## src/design/dfd_pkg.sv

```systemverilog
// Shared types and constants for the deadlock cycle detector.
package dfd_pkg;

  localparam int MASK_W     = 16;
  localparam int INDEX_W    = 4;
  localparam int COUNT_W    = 5;
  localparam int CFG_ADDR_W = 1;
  localparam int IN_DATA_W  = 40;
  localparam int OUT_DATA_W = 8;
  localparam int QUEUE_DEPTH = 4;
  localparam int QUEUE_AW    = 2;

  localparam logic [CFG_ADDR_W-1:0] CFG_PROCESS_COUNT  = 1'b0;
  localparam logic [CFG_ADDR_W-1:0] CFG_RESOURCE_COUNT = 1'b1;

  typedef struct packed {
    logic              last_row;
    logic [MASK_W-1:0] alloc_mask;
    logic [MASK_W-1:0] request_mask;
    logic [INDEX_W-1:0] process_index;
  } row_word_t;

  typedef enum logic [2:0] {
    ST_IDLE,
    ST_ROOT,
    ST_STEP,
    ST_RESUME,
    ST_DONE
  } state_t;

  typedef struct packed {
    logic idle;
    logic searching;
    logic done;
  } back_stat_t;

endpackage

```

## src/design/dfd_front.sv

```systemverilog
// Input side: unpacks row words and queues them for the search engine.
module dfd_front (
  input  logic                              clk,
  input  logic                              rst_n,
  input  logic                              in_tvalid,
  output logic                              in_tready,
  input  logic [dfd_pkg::IN_DATA_W-1:0]     in_tdata,
  input  logic                              in_tlast,
  output logic                              q_valid,
  input  logic                              q_ready,
  output dfd_pkg::row_word_t                q_word
);

  dfd_pkg::row_word_t                 mem_r [dfd_pkg::QUEUE_DEPTH];
  logic [dfd_pkg::QUEUE_AW-1:0]       wr_ptr_r, wr_ptr_nxt;
  logic [dfd_pkg::QUEUE_AW-1:0]       rd_ptr_r, rd_ptr_nxt;
  logic [dfd_pkg::QUEUE_AW:0]         count_r, count_nxt;
  dfd_pkg::row_word_t                 in_word;
  logic                               push, pop;

  always_comb begin
    in_word.process_index = in_tdata[dfd_pkg::INDEX_W-1:0];
    in_word.request_mask  = in_tdata[dfd_pkg::INDEX_W +: dfd_pkg::MASK_W];
    in_word.alloc_mask    = in_tdata[dfd_pkg::INDEX_W + dfd_pkg::MASK_W +: dfd_pkg::MASK_W];
    in_word.last_row      = in_tlast;
  end

  assign in_tready = (count_r != (dfd_pkg::QUEUE_AW+1)'(dfd_pkg::QUEUE_DEPTH));
  assign q_valid   = (count_r != '0);
  assign q_word    = mem_r[rd_ptr_r];
  assign push      = in_tvalid && in_tready;
  assign pop       = q_valid && q_ready;

  always_comb begin
    wr_ptr_nxt = push ? wr_ptr_r + 1'b1 : wr_ptr_r;
    rd_ptr_nxt = pop  ? rd_ptr_r + 1'b1 : rd_ptr_r;
    count_nxt  = count_r + (dfd_pkg::QUEUE_AW+1)'(push) - (dfd_pkg::QUEUE_AW+1)'(pop);
  end

  always_ff @(posedge clk) begin
    if (!rst_n) begin
      wr_ptr_r <= '0;
      rd_ptr_r <= '0;
      count_r  <= '0;
    end else begin
      wr_ptr_r <= wr_ptr_nxt;
      rd_ptr_r <= rd_ptr_nxt;
      count_r  <= count_nxt;
    end
  end

  always_ff @(posedge clk) begin
    if (push) begin
      mem_r[wr_ptr_r] <= in_word;
    end
  end

endmodule

```

## src/design/dfd_back.sv

```systemverilog
// Search engine: holds the matrices and walks the graph depth first.
module dfd_back #(
  parameter int MAX_PROCESSES = 16,
  parameter int MAX_RESOURCES = 16
) (
  input  logic                              clk,
  input  logic                              rst_n,
  input  logic [dfd_pkg::COUNT_W-1:0]       proc_cnt,
  input  logic [dfd_pkg::COUNT_W-1:0]       res_cnt,
  input  logic                              q_valid,
  output logic                              q_ready,
  input  dfd_pkg::row_word_t                q_word,
  output logic                              out_valid,
  input  logic                              out_ready,
  output logic                              deadlock,
  output dfd_pkg::back_stat_t               stat
);

  localparam int MAXV = MAX_PROCESSES + MAX_RESOURCES;
  localparam int VW   = $clog2(MAXV);
  localparam int VCW  = $clog2(MAXV + 1);
  localparam int ROWS = (MAX_PROCESSES < dfd_pkg::MASK_W) ? MAX_PROCESSES : dfd_pkg::MASK_W;

  dfd_pkg::state_t              state_r, state_nxt;
  logic [dfd_pkg::MASK_W-1:0]   req_rows_r   [ROWS];
  logic [dfd_pkg::MASK_W-1:0]   alloc_rows_r [ROWS];
  logic [ROWS-1:0]              row_vld_r, row_vld_nxt;
  logic [VCW-1:0]               np_r, np_nxt, nr_r, nr_nxt, total;
  logic [MAXV-1:0]              visited_r, visited_nxt, onpath_r, onpath_nxt;
  logic [VW-1:0]                cur_r, cur_nxt, anc_r, anc_nxt;
  logic                         found_r, found_nxt;
  logic                         out_valid_r, out_valid_nxt, out_data_r, out_data_nxt;
  logic [VW-1:0]                stk_mem [MAXV];
  logic [VW-1:0]                stk_rd_r;
  logic                         stk_we, stk_re;
  logic [VW-1:0]                stk_raddr;

  logic                         pop, row_we;
  logic [VCW-1:0]               np_clamp, nr_clamp;
  logic [dfd_pkg::MASK_W-1:0]   rmask, req_sel;
  logic [VW-1:0]                res_idx;
  logic                         is_proc;
  logic [MAXV-1:0]              req_ext, col, nbr, fresh, unv, totmask;
  logic                         back_edge;
  logic [VW-1:0]                pick, root;

  always_comb begin
    if (proc_cnt == '0) begin
      np_clamp = VCW'(1);
    end else if (int'(proc_cnt) > MAX_PROCESSES) begin
      np_clamp = VCW'(MAX_PROCESSES);
    end else begin
      np_clamp = VCW'(proc_cnt);
    end
    if (res_cnt == '0) begin
      nr_clamp = VCW'(1);
    end else if (int'(res_cnt) > MAX_RESOURCES) begin
      nr_clamp = VCW'(MAX_RESOURCES);
    end else begin
      nr_clamp = VCW'(res_cnt);
    end
  end

  assign total = np_r + nr_r;

  always_comb begin
    for (int j = 0; j < dfd_pkg::MASK_W; j++) begin
      rmask[j] = (j < int'(nr_r));
    end
    for (int w = 0; w < MAXV; w++) begin
      totmask[w] = (w < int'(total));
    end
  end

  always_comb begin
    is_proc = ({1'b0, cur_r} < (VW+1)'(np_r));
    res_idx = cur_r - VW'(np_r);
    req_sel = '0;
    col     = '0;
    for (int i = 0; i < ROWS; i++) begin
      if (cur_r == VW'(i) && row_vld_r[i]) begin
        req_sel = req_rows_r[i];
      end
      col[i] = row_vld_r[i] && (i < int'(np_r)) &&
               (|(alloc_rows_r[i] & rmask & (dfd_pkg::MASK_W'(1) << res_idx)));
    end
    req_ext   = MAXV'(req_sel & rmask);
    nbr       = is_proc ? (req_ext << np_r) : col;
    back_edge = |(nbr & onpath_r);
    fresh     = nbr & ~visited_r;
    unv       = ~visited_r & totmask;
  end

  always_comb begin
    pick = '0;
    root = '0;
    for (int i = MAXV - 1; i >= 0; i--) begin
      if (fresh[i]) begin
        pick = VW'(i);
      end
      if (unv[i]) begin
        root = VW'(i);
      end
    end
  end

  assign pop    = q_valid && q_ready;
  assign row_we = pop && (int'(q_word.process_index) < ROWS);

  always_comb begin
    state_nxt = state_r;
    unique case (state_r)
      dfd_pkg::ST_IDLE: begin
        if (pop && q_word.last_row) begin
          state_nxt = dfd_pkg::ST_ROOT;
        end
      end
      dfd_pkg::ST_ROOT: begin
        state_nxt = (unv == '0) ? dfd_pkg::ST_DONE : dfd_pkg::ST_STEP;
      end
      dfd_pkg::ST_STEP: begin
        priority if (back_edge) begin
          state_nxt = dfd_pkg::ST_DONE;
        end else if (fresh != '0) begin
          state_nxt = dfd_pkg::ST_STEP;
        end else if (anc_r == '0) begin
          state_nxt = dfd_pkg::ST_ROOT;
        end else begin
          state_nxt = dfd_pkg::ST_RESUME;
        end
      end
      dfd_pkg::ST_RESUME: state_nxt = dfd_pkg::ST_STEP;
      dfd_pkg::ST_DONE: begin
        if (!out_valid_r) begin
          state_nxt = dfd_pkg::ST_IDLE;
        end
      end
      default: state_nxt = dfd_pkg::ST_IDLE;
    endcase
  end

  always_comb begin
    q_ready       = 1'b0;
    np_nxt        = np_r;
    nr_nxt        = nr_r;
    visited_nxt   = visited_r;
    onpath_nxt    = onpath_r;
    cur_nxt       = cur_r;
    anc_nxt       = anc_r;
    found_nxt     = found_r;
    row_vld_nxt   = row_vld_r;
    out_valid_nxt = out_valid_r && !out_ready;
    out_data_nxt  = out_data_r;
    stk_we        = 1'b0;
    stk_re        = 1'b0;
    stk_raddr     = anc_r - 1'b1;
    unique case (state_r)
      dfd_pkg::ST_IDLE: begin
        q_ready = 1'b1;
        for (int i = 0; i < ROWS; i++) begin
          if (row_we && q_word.process_index == dfd_pkg::INDEX_W'(i)) begin
            row_vld_nxt[i] = 1'b1;
          end
        end
        if (pop && q_word.last_row) begin
          np_nxt      = np_clamp;
          nr_nxt      = nr_clamp;
          visited_nxt = '0;
          onpath_nxt  = '0;
          found_nxt   = 1'b0;
        end
      end
      dfd_pkg::ST_ROOT: begin
        if (unv != '0) begin
          cur_nxt     = root;
          visited_nxt = visited_r | (MAXV'(1) << root);
          onpath_nxt  = onpath_r | (MAXV'(1) << root);
          anc_nxt     = '0;
        end
      end
      dfd_pkg::ST_STEP: begin
        priority if (back_edge) begin
          found_nxt = 1'b1;
        end else if (fresh != '0) begin
          stk_we      = 1'b1;
          anc_nxt     = anc_r + 1'b1;
          cur_nxt     = pick;
          visited_nxt = visited_r | (MAXV'(1) << pick);
          onpath_nxt  = onpath_r | (MAXV'(1) << pick);
        end else begin
          onpath_nxt = onpath_r & ~(MAXV'(1) << cur_r);
          if (anc_r != '0) begin
            stk_re  = 1'b1;
            anc_nxt = anc_r - 1'b1;
          end
        end
      end
      dfd_pkg::ST_RESUME: cur_nxt = stk_rd_r;
      dfd_pkg::ST_DONE: begin
        if (!out_valid_r) begin
          out_valid_nxt = 1'b1;
          out_data_nxt  = found_r;
          row_vld_nxt   = '0;
        end
      end
      default: ;
    endcase
  end

  always_ff @(posedge clk) begin
    if (!rst_n) begin
      state_r     <= dfd_pkg::ST_IDLE;
      row_vld_r   <= '0;
      out_valid_r <= 1'b0;
      visited_r   <= '0;
      onpath_r    <= '0;
      anc_r       <= '0;
      found_r     <= 1'b0;
      np_r        <= VCW'(1);
      nr_r        <= VCW'(1);
    end else begin
      state_r     <= state_nxt;
      row_vld_r   <= row_vld_nxt;
      out_valid_r <= out_valid_nxt;
      visited_r   <= visited_nxt;
      onpath_r    <= onpath_nxt;
      anc_r       <= anc_nxt;
      found_r     <= found_nxt;
      np_r        <= np_nxt;
      nr_r        <= nr_nxt;
    end
  end

  always_ff @(posedge clk) begin
    cur_r      <= cur_nxt;
    out_data_r <= out_data_nxt;
    for (int i = 0; i < ROWS; i++) begin
      if (row_we && q_word.process_index == dfd_pkg::INDEX_W'(i)) begin
        req_rows_r[i]   <= q_word.request_mask;
        alloc_rows_r[i] <= q_word.alloc_mask;
      end
    end
  end

  always_ff @(posedge clk) begin
    if (stk_we) begin
      stk_mem[anc_r] <= cur_r;
    end
    if (stk_re) begin
      stk_rd_r <= stk_mem[stk_raddr];
    end
  end

  assign out_valid      = out_valid_r;
  assign deadlock       = out_data_r;
  assign stat.idle      = (state_r == dfd_pkg::ST_IDLE);
  assign stat.searching = (state_r == dfd_pkg::ST_ROOT) || (state_r == dfd_pkg::ST_STEP) ||
                          (state_r == dfd_pkg::ST_RESUME);
  assign stat.done      = (state_r == dfd_pkg::ST_DONE);

endmodule

```

## src/design/deadlock_cycle_detector.sv

```systemverilog
// Top level of the deadlock cycle detector: config registers, queue and search engine.
// Each input word stores one process row (request and allocation masks);
// a word with tlast set stores its row and then starts a depth-first cycle search over
// all P+R process and resource vertices, after which one word carries the deadlock flag
// and the stored rows are cleared. The search sequencer takes one step per cycle: it
// picks each new root in ROOT, pushes each new vertex in STEP and pops a vertex in STEP
// and then RESUME (the stack memory read is registered), and it ends early at the first
// back edge. A four-word queue keeps accepting rows while the search runs, and the result
// sits in an output register until taken.
module deadlock_cycle_detector #(
  parameter int MAX_PROCESSES = 16,
  parameter int MAX_RESOURCES = 16
) (
  input  logic                               clk,
  input  logic                               rst_n,
  input  logic                               cfg_we,
  input  logic [dfd_pkg::CFG_ADDR_W-1:0]     cfg_addr,
  input  logic [dfd_pkg::COUNT_W-1:0]        cfg_wdata,
  input  logic                               in_tvalid,
  output logic                               in_tready,
  // [3:0] process_index, [19:4] request_mask, [35:20] alloc_mask, [39:36] zero
  input  logic [dfd_pkg::IN_DATA_W-1:0]      in_tdata,
  input  logic                               in_tlast,
  output logic                               out_tvalid,
  input  logic                               out_tready,
  // [0] deadlock, [7:1] zero
  output logic [dfd_pkg::OUT_DATA_W-1:0]     out_tdata
);

  logic [dfd_pkg::COUNT_W-1:0] proc_cnt_r, proc_cnt_nxt;
  logic [dfd_pkg::COUNT_W-1:0] res_cnt_r, res_cnt_nxt;
  logic                        q_valid, q_ready;
  dfd_pkg::row_word_t          q_word;
  logic                        deadlock;
  dfd_pkg::back_stat_t         stat;

  always_comb begin
    proc_cnt_nxt = proc_cnt_r;
    res_cnt_nxt  = res_cnt_r;
    if (cfg_we) begin
      unique case (cfg_addr)
        dfd_pkg::CFG_PROCESS_COUNT:  proc_cnt_nxt = cfg_wdata;
        dfd_pkg::CFG_RESOURCE_COUNT: res_cnt_nxt  = cfg_wdata;
        default: ;
      endcase
    end
  end

  always_ff @(posedge clk) begin
    if (!rst_n) begin
      proc_cnt_r <= dfd_pkg::COUNT_W'(16);
      res_cnt_r  <= dfd_pkg::COUNT_W'(16);
    end else begin
      proc_cnt_r <= proc_cnt_nxt;
      res_cnt_r  <= res_cnt_nxt;
    end
  end

  dfd_front u_front (
    .clk       (clk),
    .rst_n     (rst_n),
    .in_tvalid (in_tvalid),
    .in_tready (in_tready),
    .in_tdata  (in_tdata),
    .in_tlast  (in_tlast),
    .q_valid   (q_valid),
    .q_ready   (q_ready),
    .q_word    (q_word)
  );

  dfd_back #(
    .MAX_PROCESSES (MAX_PROCESSES),
    .MAX_RESOURCES (MAX_RESOURCES)
  ) u_back (
    .clk       (clk),
    .rst_n     (rst_n),
    .proc_cnt  (proc_cnt_r),
    .res_cnt   (res_cnt_r),
    .q_valid   (q_valid),
    .q_ready   (q_ready),
    .q_word    (q_word),
    .out_valid (out_tvalid),
    .out_ready (out_tready),
    .deadlock  (deadlock),
    .stat      (stat)
  );

  assign out_tdata = {(dfd_pkg::OUT_DATA_W-1)'(0), deadlock};

  a_result_after_done: assert property (@(posedge clk) disable iff (!rst_n)
    $rose(out_tvalid) |-> $past(stat.done))
    else $error("result word raised without a finished search");

  a_no_row_in_search: assert property (@(posedge clk) disable iff (!rst_n)
    stat.searching |-> !(q_valid && q_ready))
    else $error("row taken from queue during search");

  a_ready_only_idle: assert property (@(posedge clk) disable iff (!rst_n)
    q_ready |-> stat.idle)
    else $error("queue drained outside idle");

  a_gap_after_result: assert property (@(posedge clk) disable iff (!rst_n)
    (out_tvalid && out_tready) |=> !out_tvalid)
    else $error("new result word right after hand-off");

endmodule

```

## config.mk

```make
export PLATFORM = sky130hd
export DESIGN_NAME = deadlock_cycle_detector
export DESIGN_NICKNAME = d
export VERILOG_FILES = /design/src/design/dfd_pkg.sv /design/src/design/dfd_front.sv /design/src/design/dfd_back.sv /design/src/design/deadlock_cycle_detector.sv
export SDC_FILE = /design/constraint.sdc
export NUM_CORES = 1
export LEC_CHECK = 0
export BUFFER_PORTS_ARGS = -buffer_cell sky130_fd_sc_hd__buf_2
export CAP_MARGIN = 20
export CORE_MARGIN = 2
export CORE_UTILIZATION = 33
export CTS_BUF_LIST = sky130_fd_sc_hd__clkbuf_4 sky130_fd_sc_hd__clkbuf_8
export CTS_CLUSTER_DIAMETER = 150
export DETAILED_ROUTE_END_ITERATION = 7
export GPL_TIMING_DRIVEN = 0
export SYNTH_ARGS = -nofsm -noshare
export SYNTH_HDL_FRONTEND = slang
export SYNTH_HIERARCHICAL = 1
export SYNTH_SLANG_ARGS = --single-unit
```

## constraint.sdc

```tcl
create_clock -name clk -period 8.4 [get_ports clk]
set_input_delay 0.42 -clock clk [delete_from_list [all_inputs] [get_ports clk]]
set_output_delay 0.42 -clock clk [all_outputs]
set_load 0.1 [all_outputs]
```

Yosys cells after proc, flatten, opt, wreduce, memory -nomap -nowiden
Memory sizes are Yosys's and may differ from the RTL's. A register that Yosys moved wholly into a read port is not among the register bits.
Index checks and enable logic that the tools add are counted.
- register bits: 125
- RAM bits: 820
- output and inout bits: 10
- memories: 4
- $add $sub $neg: 8
- magnitude comparators: 67
- equality and inequality tests: 58
- shift operators: 5
- muxes and demuxes: 269
- bitwise operators: 45
- reductions and logical operators: 158
- memories (name ; depth ; bits a word ; read ports ; clocked after Yosys merged registers in ; write ports ; line ; text):
    u_back.alloc_rows_r ; 16 ; 16 ; 16 ; 0 ; 1 ; dfd_back.sv:26 ; logic [dfd_pkg::MASK_W-1:0] alloc_rows_r [ROWS];
    u_back.req_rows_r ; 16 ; 16 ; 16 ; 0 ; 1 ; dfd_back.sv:25 ; logic [dfd_pkg::MASK_W-1:0] req_rows_r [ROWS];
    u_back.stk_mem ; 32 ; 5 ; 1 ; 1 ; 1 ; dfd_back.sv:33 ; logic [VW-1:0] stk_mem [MAXV];
    u_front.mem_r ; 4 ; 37 ; 1 ; 1 ; 1 ; dfd_front.sv:14 ; dfd_pkg::row_word_t mem_r [dfd_pkg::QUEUE_DEPTH];
- operators by type and width (kind ; number):
    two-way mux 16 bit ; 47
    OR reduction 16 bit ; 46
    bitwise AND 16 bit ; 33
    two-way mux 5 bit ; 74
    two-way mux 32 bit ; 8
    case mux 32 bit (3 select lines) ; 2
    less-than comparator 4 x 6 -> 1 bit (first input constant) ; 24
    bitwise AND 32 bit ; 4
    bitwise OR 32 bit ; 4
    two-way mux 4 bit ; 30
    less-than comparator 5 x 6 -> 1 bit (first input constant) ; 16
    left shift 1 x 5 -> 32 bit (first input constant) ; 3
    two-way mux 1 bit ; 94
    less-than comparator 3 x 6 -> 1 bit (first input constant) ; 12
    logical AND 1 bit ; 68
    inverter 32 bit ; 2
    nonzero test 32 bit ; 2
    AND reduction 3 bit ; 17
    == test 5 x 4 -> 1 bit (second input constant) ; 8
    != test 2 x 1 -> 1 bit (second input constant) ; 20
    less-than comparator 1 x 6 -> 1 bit (first input constant) ; 6
    less-than comparator 2 x 6 -> 1 bit (first input constant) ; 6
    == test 4 bit (second input constant) ; 8
    zero test 32 bit ; 1
    other kinds (43) ; 75

Longest topological paths before layout
- depth after elaboration: 59
- mapped depth: 27

Modules after synthesis
The synthesis kept the hierarchy.
- modules (own cells, without submodules) (module ; times used ; cells each ; area an instance (µm²) ; seq. area each (µm²)):
    dfd_back ; 1 ; 3023 ; 37288.3 ; 22511.6
    dfd_front ; 1 ; 242 ; 5868.1 ; 4624.4
    deadlock_cycle_detector ; 1 ; 50 ; 478.0 ; 200.2

Worst setup path before layout
OpenSTA, ideal clock, no wires.
- kind: register to register
- from: reg u_back.cur_r[0]
- to: mem u_back/stk_mem[29][0] (netlist name) (enable)
- setup time: 340 ps
- data arrival time: 5875 ps
- data required time: 8060 ps
- path slack: 2185 ps
- cell stages (with the launch flop): 24
- path buffers: 6
- clock period less this slack: 6215 ps
- path through: edfxtp_1 buf_4 clkbuf_1 inv_1 ha_1 fa_1 clkbuf_1 nor2b_1 and2_0 clkbuf_2 and4_1 a2111o_1 nor4_2 nor4_1 a311o_1 or4_4 nor4_4 nand4_2 o21ai_4 and2_1 buf_4 buf_6 nand3_2 nor2_1
- word-level cells in the longest chain between the ends: 28
- elaborated cells on any way between the ends: 111
- classes of those cells: add/sub: 1; order compare: 1; eq/ne: 15; shift: 2; mux: 22; bitwise: 19; reduce/logical: 51
- ends and longest elaborated chain (item ; line ; text):
    start, declared ; dfd_back.sv:30 ; logic [VW-1:0] cur_r, cur_nxt, anc_r, anc_nxt;
    start signal, assigned ; dfd_back.sv:235 ; cur_r <= cur_nxt;
    zero test 5 bit ; dfd_back.sv:81 ; if (cur_r == VW'(i) && row_vld_r[i]) begin
    logical AND 1 bit ; dfd_back.sv:81 ;
    two-way mux 16 bit (16 in series) ; dfd_back.sv:81 ;
    bitwise AND 16 bit ; dfd_back.sv:87 ; req_ext = MAXV'(req_sel & rmask);
    left shift 32 x 6 -> 32 bit ; dfd_back.sv:88 ; nbr = is_proc ? (req_ext << np_r) : col;
    two-way mux 32 bit (*) ; dfd_back.sv:88 ;
    bitwise AND 32 bit ; dfd_back.sv:90 ; fresh = nbr & ~visited_r;
    nonzero test 32 bit ; dfd_back.sv:184 ; end else if (fresh != '0) begin
    two-way mux 1 bit ; dfd_back.sv:184 ;
    two-way mux 1 bit (*) ; dfd_back.sv:182 ; priority if (back_edge) begin
    two-way mux 1 bit (*) ; dfd_back.sv:157 ; unique case (state_r)
    two-way mux 1 bit (*) ; dfd_back.sv:246 ; if (stk_we) begin
    two-way mux 1 bit (not written as such) (*) ; dfd_back.sv:247 ; stk_mem[anc_r] <= cur_r;
    end, declared ; dfd_back.sv:33 ;
Every way passes the cells marked *; elsewhere a longest branch is shown, timed or not.

Worst setup path in the final report
- from: reg u_back.np_r[3]
- to: mem u_back/stk_mem[14][1] (netlist name) (enable)
- word-level cells in the longest chain between the ends: 13
- elaborated cells on any way between the ends: 94
- classes of those cells: add/sub: 1; order compare: 17; shift: 2; mux: 6; bitwise: 18; reduce/logical: 50
- ends and longest elaborated chain (item ; line ; text):
    start, declared ; dfd_back.sv:28 ; logic [VCW-1:0] np_r, np_nxt, nr_r, nr_nxt, total;
    start signal, assigned ; dfd_back.sv:229 ; np_r <= np_nxt;
    subtractor 5 bit ; dfd_back.sv:77 ; res_idx = cur_r - VW'(np_r);
    left shift 1 x 5 -> 16 bit ; dfd_back.sv:85 ; (|(alloc_rows_r[i] & rmask & (dfd_pkg::MASK_W'(1) << res_idx)));
    bitwise AND 16 bit ; dfd_back.sv:85 ;
    OR reduction 16 bit ; dfd_back.sv:85 ;
    logical AND 1 bit ; dfd_back.sv:84 ; col[i] = row_vld_r[i] && (i < int'(np_r)) &&
    two-way mux 32 bit (*) ; dfd_back.sv:88 ;
    bitwise AND 32 bit ; dfd_back.sv:90 ;
    nonzero test 32 bit ; dfd_back.sv:184 ;
    two-way mux 1 bit ; dfd_back.sv:184 ;
    two-way mux 1 bit (*) ; dfd_back.sv:182 ;
    two-way mux 1 bit (*) ; dfd_back.sv:157 ;
    two-way mux 1 bit (*) ; dfd_back.sv:246 ;
    two-way mux 1 bit (not written as such) (*) ; dfd_back.sv:247 ;
Marked as above.

==> qor.txt <==
CP peak stage delay - 0.90 ns
CTS sink count - 950
WP data required - 8.93 ns
Grt met1 use - 29.4%
# IOs - 62
Initial antenna violation count - 4
CP Launch Type - flop
Max-cap violations - 0
Initial cell density of the core - 33.2%
Pre-CTS setup slack - -0.584 ns
CTS Buf Count - 157
Slew HR - 24.1%
DR iter-0 viols - 4117
CP arrival - 8.76 ns
Vias in the first global route - 30996
Gpl congestion - 0.995
Wire length per cell - 27.5 microns
CP startpoint - u_back/np_r[3]$_SDFFE_PN0P_
Share of cells above drive strength 1 - 19.5%
Global route total overflow - 0
Vias per cell - 5.86
Clk slew on worst S/H paths - 0.06 ns
Via count - 32386
Routed wire length - 152 mm
TritonCTS clock tree - built
Internal power - 0.0102 W
Yosys Warn Count - 6
Clock power frac - 24.5%
Largest net degree at the start of global routing - 31
Critical-path top delay cell - a211oi_1
# port buffers - 50
Crit-path max FO - 10
Combinational fraction of design power - 38.4%
Min Tclk post-route - 8.22 ns
Net switching power - 0.00694 W
Core ar. - 0.131 sq mm
Outcome - finished clean
Syn Area/Cell - 13.2 sq um
Die Width - 368 microns
Root Driver - clkbuf_8
Worst min path class - primary input to flop
Final setup viols - 0
Syn Inst Count - 3313
PD cells - 336 mW/mm^2
Crit. End Element - flop
GRT met3 Usage - 4.76%
Die height - 368 microns
Fill cell count - 12437
Seq pwr share - 37.1%
Crit path kind - flop to flop
DR pass1 iterations - 6
Tcrit/Tclk final - 97.9%
Fin. max-slew vios - 0
Skew final - 0.0589 ns
First-pass GRT wire length - 218 mm
Clock Path Buffers - 3
Net Sw Frac - 40.5%
Peak Freq - 122 MHz
# H-tree levels - 4
Slew @ Worst Pin - 1.13 ns
Total Routing Usage GR - 21.9%
Clock latency on the worst-skew pair - 0.89 ns
Final number of hold-violating endpoints - 0
Final net count - 3708
HP Start - rst_n
Unrepaired setup endpoints after global routing - no
GRT Max-Usage Layer - met2
Mapped Area - 0.0436 sq mm
Worst r2r src - u_back/np_r[3]$_SDFFE_PN0P_
Pleak - 16.5 nW
Final antenna-violating net count - 0
Post-route cell area - 0.0510 sq mm
Die ar. - 0.135 sq mm
GRT met2 Usage - 34.5%
Placed cell area - 0.0470 sq mm
Crit-path cells - clkbuf_2 -> clkinvlp_4 -> clkbuf_1 -> clkbuf_2 -> ha_1 -> a21oi_1 -> xnor2_2 -> buf_4 -> nor4_1 -> and2_1 -> clkbuf_1 -> a22oi_1 -> and4_1 -> a211oi_1 -> o31ai_1 -> o311a_1 -> nor3b_2 -> nand3_2 -> nor3_4 -> nor2_2 -> nand3_2 -> nor2_2
Final WS setup - 0.177 ns
# rows - 133
DRC - 0
Area Growth Syn to Fin - 16.8%
Post-DP HPWL - 109 mm
Peak supply drop - 0.233 mV
cell type report:
class	instances	area, sq um	share of cell area (%)
inverters	66	251	0.494
flip-flops and latches	950	27300	53.6
plain buffers	202	1050	2.06
repair buffers	156	1580	3.11
diodes	4	10.0	0.0196
clock buffers	220	2700	5.30
multi-input cells	2099	15300	30.0
clock inverters	70	539	1.06
well taps	1755	2200	4.31
power groups by stage:
stage	Clock (W)	Combinational (W)	Sequential, W
final	0.00419	0.00658	0.00635
after global routing	0.00447	0.00687	0.00639
after CTS	0.00426	0.00636	0.00635
after detailed placement	0	0.00621	0.00647
after global placement	0	0.00590	0.00658
after floorplan	0	0.00361	0.00640
stage by stage:
| stage | utilization, % | std cells | power [W] | hold WS, ns | TNS (ns) |
|---|---|---|---|---|---|
| after global routing | 38.8 | 5520 | 0.0177 | 0.106 | 0 |
| final | 38.8 | 5522 | 0.0171 | 0.0977 | 0 |
| after floorplan | - | 3319 | 0.0100 | 0.408 | 0 |
| after CTS | 38.7 | 5516 | 0.0170 | 0.0464 | 0 |
| after detailed placement | 35.8 | 5168 | 0.0127 | 0.430 | -98.59 |
| after global placement | 35.1 | 5124 | 0.0125 | 0.426 | -258.10 |
worst max-delay path, delay by kind of cell, from the launching register on:
kind | cells | cell delay [ns]
flip-flops | 1 | 0.33
XOR/XNOR | 1 | 0.17
buffers and inverters | 6 | 2.20
AO/OA/AOI/OAI | 5 | 1.71
adder cells (fa/ha/maj) | 1 | 0.38
AND/OR/NAND/NOR | 9 | 3.05
routing by layer:
metal	wire length, microns	vias to the layer above
li1	-	13960
met1	61900	16232
met2	69800	1877
met3	14500	315
met5	13	-
met4	5760	2
placed cells by master (no fill, tap or decap), types with 37 or more instances in the layout:
| master | count |
|---|---|
| clkbuf_1 | 97 |
| dfxtp_1 | 119 |
| edfxtp_1 | 831 |
| nor2_1 | 170 |
| a2111oi_0 | 37 |
| a221oi_1 | 60 |
| buf_2 | 102 |
| inv_1 | 64 |
| nand3_1 | 110 |
| a22oi_1 | 56 |
| clkbuf_8 | 168 |
| and3_1 | 126 |
| nor2_2 | 37 |
| o21ai_0 | 101 |
| nand4_1 | 38 |
| a21oi_1 | 177 |
| mux4_2 | 88 |
| nand2_1 | 223 |
| clkbuf_4 | 52 |
| dlygate4sd3_1 | 52 |
| nor3_1 | 82 |
sequential cells by signal, indices dropped and copies added, names as in the netlist, named ones only:
name and cells:
u_front/mem_r 148, u_back/nr_r 5, u_back/found_r 1, u_back/req_rows_r 256, u_front/wr_ptr_r 2, res_cnt_r 5
u_back/row_vld_r 16, u_back/stk_mem 160, u_front/rd_ptr_r 2, u_back/deadlock 1, u_back/out_valid 1, u_back/anc_r 5
u_back/state_r 3, proc_cnt_r 5, u_back/visited_r 32, u_back/stk_rd_r 5, u_back/alloc_rows_r 256, u_back/np_r 5
u_back/cur_r 5, u_back/onpath_r 32, u_front/count_r 3
final timing paths:
kind	endpoint	slack, ns	cells past startpoint
setup / recovery	u_back/stk_mem[14][1]$_DFFE_PP_	0.18	22
hold / removal	res_cnt_r[2]$_SDFFE_PN0P_	0.1	3
setup reg to reg	u_back/stk_mem[14][1]$_DFFE_PP_	0.18	22
hold reg to reg	u_back/deadlock$_DFFE_PP_	0.44	0
what timing repair did:
action	CTS	global route
buffers inserted	6	2
gates cloned	0	0
endpoints found under the hold margin	161	0
hold buffers	52	0
resized for setup	13	47
endpoints found under the setup margin	236	220
pin swaps	2	1
No activity file was read; power rests on OpenSTA's default activity.
